### src/rtl/core/stp_pkg.sv
// spectrum trace processor shared package
// opcodes, view modes, controller command/status structs; no dependencies
package stp_pkg;

  localparam int OP_W       = 3;
  localparam int IDX_W      = 7;
  localparam int RSSI_W     = 8;
  localparam int SUM_W      = 24;
  localparam int CNT_W      = 16;
  localparam int CFG_IDX_W  = 2;
  localparam int CFG_DATA_W = 8;

  localparam logic [OP_W-1:0] OP_SWEEP    = 3'd0;
  localparam logic [OP_W-1:0] OP_POINT    = 3'd1;
  localparam logic [OP_W-1:0] OP_BASE     = 3'd2;
  localparam logic [OP_W-1:0] OP_RST_MAX  = 3'd3;
  localparam logic [OP_W-1:0] OP_RST_AVG  = 3'd4;
  localparam logic [OP_W-1:0] OP_CLR_BASE = 3'd5;
  localparam logic [OP_W-1:0] OP_PAUSE    = 3'd6;
  localparam logic [OP_W-1:0] OP_REARM    = 3'd7;

  localparam logic [1:0] MODE_NORMAL = 2'd0;
  localparam logic [1:0] MODE_MAX    = 2'd1;
  localparam logic [1:0] MODE_AVG    = 2'd2;
  localparam logic [1:0] MODE_DIFF   = 2'd3;

  localparam logic [CFG_IDX_W-1:0] REG_VIEW_MODE = 2'd0;
  localparam logic [CFG_IDX_W-1:0] REG_TRIG_EN   = 2'd1;
  localparam logic [CFG_IDX_W-1:0] REG_TRIG_LVL  = 2'd2;

  localparam logic [CNT_W-1:0]  COUNT_MAX   = 16'hFFFF;
  localparam logic [SUM_W-1:0]  SUM_MAX     = 24'hFFFFFF;
  localparam logic [RSSI_W-1:0] REARM_HYST  = 8'd5;
  localparam logic [RSSI_W-1:0] LEVEL_RESET = 8'd100;

  // controller to datapath
  typedef struct packed {
    logic exec;      // run the item's state update, read stores
    logic div_start; // start the average divider
    logic wb;        // write store entry, latch result
  } stp_cmd_t;

  // datapath to controller
  typedef struct packed {
    logic need_div;
    logic div_done;
  } stp_sts_t;

endpackage

### src/rtl/core/stp_ctrl.sv
// controller state machine: item handshake and datapath sequencing
// depends on stp_pkg
module stp_ctrl
  import stp_pkg::*;
(
  input  logic     clk,
  input  logic     rst_n,
  input  logic     in_valid,
  output logic     in_stall,
  output logic     out_valid,
  input  logic     out_stall,
  output stp_cmd_t cmd,
  input  stp_sts_t sts
);

  localparam logic [1:0] S_IDLE = 2'd0;
  localparam logic [1:0] S_RD   = 2'd1;
  localparam logic [1:0] S_DIV  = 2'd2;

  logic [1:0] state_r, state_nxt;
  logic       ov_r, ov_nxt;
  logic       take;

  // a new item waits while an item is being processed or an older result is still held
  assign in_stall = (state_r != S_IDLE) || ov_r;
  assign take     = in_valid && !in_stall;

  always_comb begin
    state_nxt     = state_r;
    ov_nxt        = ov_r && out_stall;
    cmd.exec      = take;
    cmd.div_start = 1'b0;
    cmd.wb        = 1'b0;
    case (state_r)
      S_IDLE: if (take) state_nxt = S_RD;
      S_RD: begin
        if (sts.need_div) begin
          cmd.div_start = 1'b1;
          state_nxt     = S_DIV;
        end else begin
          cmd.wb    = 1'b1;
          ov_nxt    = 1'b1;
          state_nxt = S_IDLE;
        end
      end
      S_DIV: if (sts.div_done) begin
        cmd.wb    = 1'b1;
        ov_nxt    = 1'b1;
        state_nxt = S_IDLE;
      end
      default: state_nxt = S_IDLE;
    endcase
  end

  always_ff @(posedge clk) begin
    if (!rst_n) begin
      state_r <= S_IDLE;
      ov_r    <= 1'b0;
    end else begin
      state_r <= state_nxt;
      ov_r    <= ov_nxt;
    end
  end

  assign out_valid = ov_r;

endmodule

### config.mk
export PLATFORM = sky130hd
export DESIGN_NAME = stp_ctrl
export DESIGN_NICKNAME = d
export VERILOG_FILES = /design/src/rtl/core/stp_pkg.sv /design/src/rtl/core/stp_ctrl.sv
export SDC_FILE = /design/constraint.sdc
export NUM_CORES = 1
export LEC_CHECK = 0
export BUFFER_PORTS_ARGS = -buffer_cell sky130_fd_sc_hd__buf_2
export CAP_MARGIN = 20
export CORE_AREA = 2 2 39 41
export DETAILED_ROUTE_END_ITERATION = 12
export DIE_AREA = 0 0 41 43
export SYNTH_ARGS = -nofsm -noshare
export SYNTH_HDL_FRONTEND = slang
export SYNTH_SLANG_ARGS = --single-unit
### constraint.sdc
create_clock -name clk -period 1.5 [get_ports clk]
set_clock_uncertainty 0.05 [all_clocks]
set_input_delay 0.075 -clock clk [delete_from_list [all_inputs] [get_ports clk]]
set_output_delay 0.075 -clock clk [all_outputs]
set_load 0.05 [all_outputs]
# Word-level counts from Yosys, hierarchy flattened
# Cells that the tools add are included.
# word_totals
out_inout_bits	5
elab_cells	25
register_bits	3
inputBits	6
# classes
n_eq_ne	4
n_reduce_logical	7
muxes	12
# op_table
cell	count
1-bit 2-to-1 mux	6
2-bit 2-to-1 mux	3
2-bit case mux with 3 select lines	1
2-bit inequality test, second input constant	2
1-bit case mux with 2 select lines	2
2-bit by 1-bit equality test with 1-bit output, second input constant	1
2-bit equality test, second input constant	1
1-bit logical AND	2
2-bit zero test	1
2-bit AND reduction	1
2-bit nonzero test	1
1-bit zero test	1
1-bit logical OR	1

# Logic depth before layout (Yosys ltp)
# depth
depth_word	6
depth_mapped	5
depth_no_buf	5

# Worst setup path after synthesis
# No wires, ideal clock.
# synth_timing
path_kind	flip-flop to flip-flop
from	reg state_r[0]
to	reg ov_r, in the netlist out_valid
required_ns	1.389
path_slack_ns	-0.332
t_arrival_ns	1.721
setup_time_ns	0.061
path_stages_with_launch	5
path_buffers	0
cell_sequence	dfxtp_1 > inv_1 > ha_1 > a21boi_1 > o21a_1
# synth_via
elab_chain_len	2
# synth_rtl
element	line	rtl
start, declared	stp_ctrl.sv:20	logic [1:0] state_r, state_nxt;
start signal, assigned	stp_ctrl.sv:60	state_r <= state_nxt;
2-bit equality test or 2-bit by 1-bit equality test with 1-bit output (tied branches)	stp_ctrl.sv:34	case (state_r)
1-bit case mux with 2 select lines *	stp_ctrl.sv:34	
end signal, assigned	stp_ctrl.sv:61	ov_r <= ov_nxt;
end, declared	stp_ctrl.sv:21	logic ov_r, ov_nxt;
# Mark *: on every way between the ends. The rest lies on a longest branch, timed or not.
# A chain may end at the register's enable or synchronous reset.

==> metrics.yaml <==
detailed_routing:
  postRouteAntennaNets: 0
  viasPerCell: 3.73
  dr.pass1.iters: 1
  vias: 220
  wire_per_inst_um: 8.58
  drtIter0Drc: 0
  drc_errors: 0
  wirelength_um: 506
synth:
  synth-seq-cells: 3
  syn_inst: 31
  synth-seq-area-share: 0.242
  synth_cell_type_count: 14
  syn-cell-area_um2: 248
  yosysWarnings: 0
  yosys.area.top_type: "dfxtp_1"
  syn_nets: 41
  avgSynthCellArea_um2: 7.99
  synthTopCellsByArea: "dfxtp_1 24%, ha_1 20%, nand2_1 9.1%"
  synth_top_cell_area_share: 0.242
placement:
  globalplace.congestion: 0.656
  numPortBuffers: 10
  dp_hpwl_um: 427
global_routing:
  busiest_layer: "met2"
  first_global_vias: 232
  grt_pass1_wl_um: 800
  use_met1: 0.0641
  grtUsageMet3: 0.0314
  grt_util_all_layers: 0.0722
  grt_max_degree: 6
  antenna_found_initial: 0
  met2_usage: 0.106
  grt-ovfl-total: 0
pwr:
  pwr-share-seq: 0.211
  p_sw_uw: 218
  combPwrFrac: 0.513
  internal-power_uw: 281
  switching_share: 0.437
  power_frac_clock: 0.276
  irDropWorstVdd_mv: 0.327
  finalPower_uw: 499
  leakage_uw: 0.000174
  power_density_nw_per_um2: 1410
clock_tree:
  cts_sinks: 3
  insertion_delay_ns: 0.23
  cts_made_buffers: 3
  clk_pin_slew_ns: 0.03
  htreeDepth: 1
  holdBufCountCts: 0
  root_buffer: "clkbuf_4"
  cts_tree: "done"
  cts_buffer_depth: 2
critical_path:
  critPathMaxFanout: 3
  critical_path_required_ns: 1.37
  cp-end-kind: "output port"
  startpoint_type: "flip-flop"
  crit_type: "reg2out"
  worstPathArrival_ns: 1.30
  r2r_cells: 5
  crit_end: "cmd[0]"
  rrSetupSlack_ns: 0.21
  startpoint: "state_r[0]$_SDFFE_PN0P_"
  r2r_end: "state_r[1]$_SDFFE_PN0P_"
  worstReg2RegStart: "state_r[0]$_SDFFE_PN0P_"
final_layout:
  antenna_cells: 0
  area_growth_pct: 42.9
  nets: 54
  final_common_cell: "buf_2"
  final_cell_mix: "9 x buf_2, 6 x nand2_1, 3 x inv_1, 3 x ha_1, 3 x clkbuf_4"
  nFillCells: 166
  drive_gt1_frac: 0.442
flow_run:
  drv_cap: 0
sta:
  tns_ns: 0
  fmax_mhz: 699
  rsz0062_at_grt: "no"
  finalSetupViolCount: 0
  finalHoldViolations: 0
  slew_headroom: 0.832
  final-max-slew-violation-count: 0
  layout_min_cycle_time_ns: 1.43
  worst_pin_slew_ns: 0.253
  min_period_over_period: 0.953
outcome:
  status: "complete, no violations"
hold_path:
  min_path_type: "in2reg"
floorplanning:
  die-area_um2: 1760
  die_w_um: 41
  fp-row-count: 14
  die_y_um: 43
  fp.coreArea_um2: 1380
  ios: 11
  initial_utilization: 0.179
per-layer routing:
layer  wire length (µm)  up-vias  part of all wire
li1                   -      120                 -
met1                201       95              0.40
met3                 32        0             0.063
met4                  0        0                 0
met5                  0        -                 0
met2                271        5              0.54
cell usage after synthesis (all sizes together):
master / number
mux2i: 2
dfxtp: 3
and2: 1
a21oi: 2
nor2: 2
nand2b: 3
inv: 3
o21a: 1
and2b: 1
ha: 4
buf: 2
a21boi: 1
nand2: 6
cells by family (layout without fill, tap and decap cells):
| family | after synthesis | in the layout | synth area share |
|---|---|---|---|
| AND/OR/NAND/NOR | 13 | 13 | 0.253 |
| flip-flops | 3 | 3 | 0.242 |
| buffers and inverters | 5 | 17 | 0.106 |
| AO/OA/AOI/OAI | 4 | 4 | 0.116 |
| adder cells (fa/ha/maj) | 4 | 4 | 0.202 |
| multiplexers | 2 | 2 | 0.0808 |
critical path, stage by stage, from the launching register on:
cell and delay [ns]:
dfxtp_2 0.33, inv_1 0.07, ha_1 0.30, a21boi_4 0.19, buf_6 0.17
area by class of cell:
cell class	instances	area [µm²]	area share
Timing Repair Buffer	10	56.3	0.159
Inverter	3	11.3	0.0318
Clock buffer	4	26.3	0.0742
Multi-Input combinational cell	23	178	0.502
Tap cell	16	20.0	0.0565
Sequential cell	3	62.6	0.177
flip-flops by register name, indices dropped and copies added, names as in the netlist:
register   cells
out_valid      1
state_r        2
worst min path at each step:
| stage | from | to | slack [ns] | cells after the start |
|---|---|---|---|---|
| floorplan | rst_n | out_valid$_SDFF_PN0_ | 0.14 | 1 |
| global placement | rst_n | out_valid$_SDFF_PN0_ | 0.30 | 2 |
| detailed placement | rst_n | out_valid$_SDFF_PN0_ | 0.30 | 2 |
| CTS | rst_n | out_valid$_SDFF_PN0_ | 0.06 | 2 |
| global route | rst_n | out_valid$_SDFF_PN0_ | 0.07 | 2 |
| finish | rst_n | out_valid$_SDFF_PN0_ | 0.07 | 2 |
stage by stage:
stage / util / setup slack (ns) / hold slack (ns) / area [µm²] / std cells
floorplan: - / 0.00100 / 0.143 / 254 / 31
global placement: 0.223 / 0.190 / 0.302 / 309 / 55
CTS: 0.247 / 0.00332 / 0.0577 / 342 / 59
global route: 0.256 / 0.00401 / 0.0692 / 354 / 59
finish: 0.256 / 0.0700 / 0.0660 / 354 / 59
detailed placement: 0.223 / 0.169 / 0.301 / 309 / 55
power by group through the flow:
stage,Clock [µW],Sequential [µW],Combinational [µW]
floorplan,0,109,200
global placement,0,104,241
detailed placement,0,104,244
CTS,146,103,250
global route,152,108,273
finish,137,105,256
what timing repair did:
action	in CTS	in global routing
setup endpoints to repair	1	1
gates resized for setup	2	4
buffers inserted	0	0
hold endpoints to repair	0	0
Power figures use the tool's default switching activity.
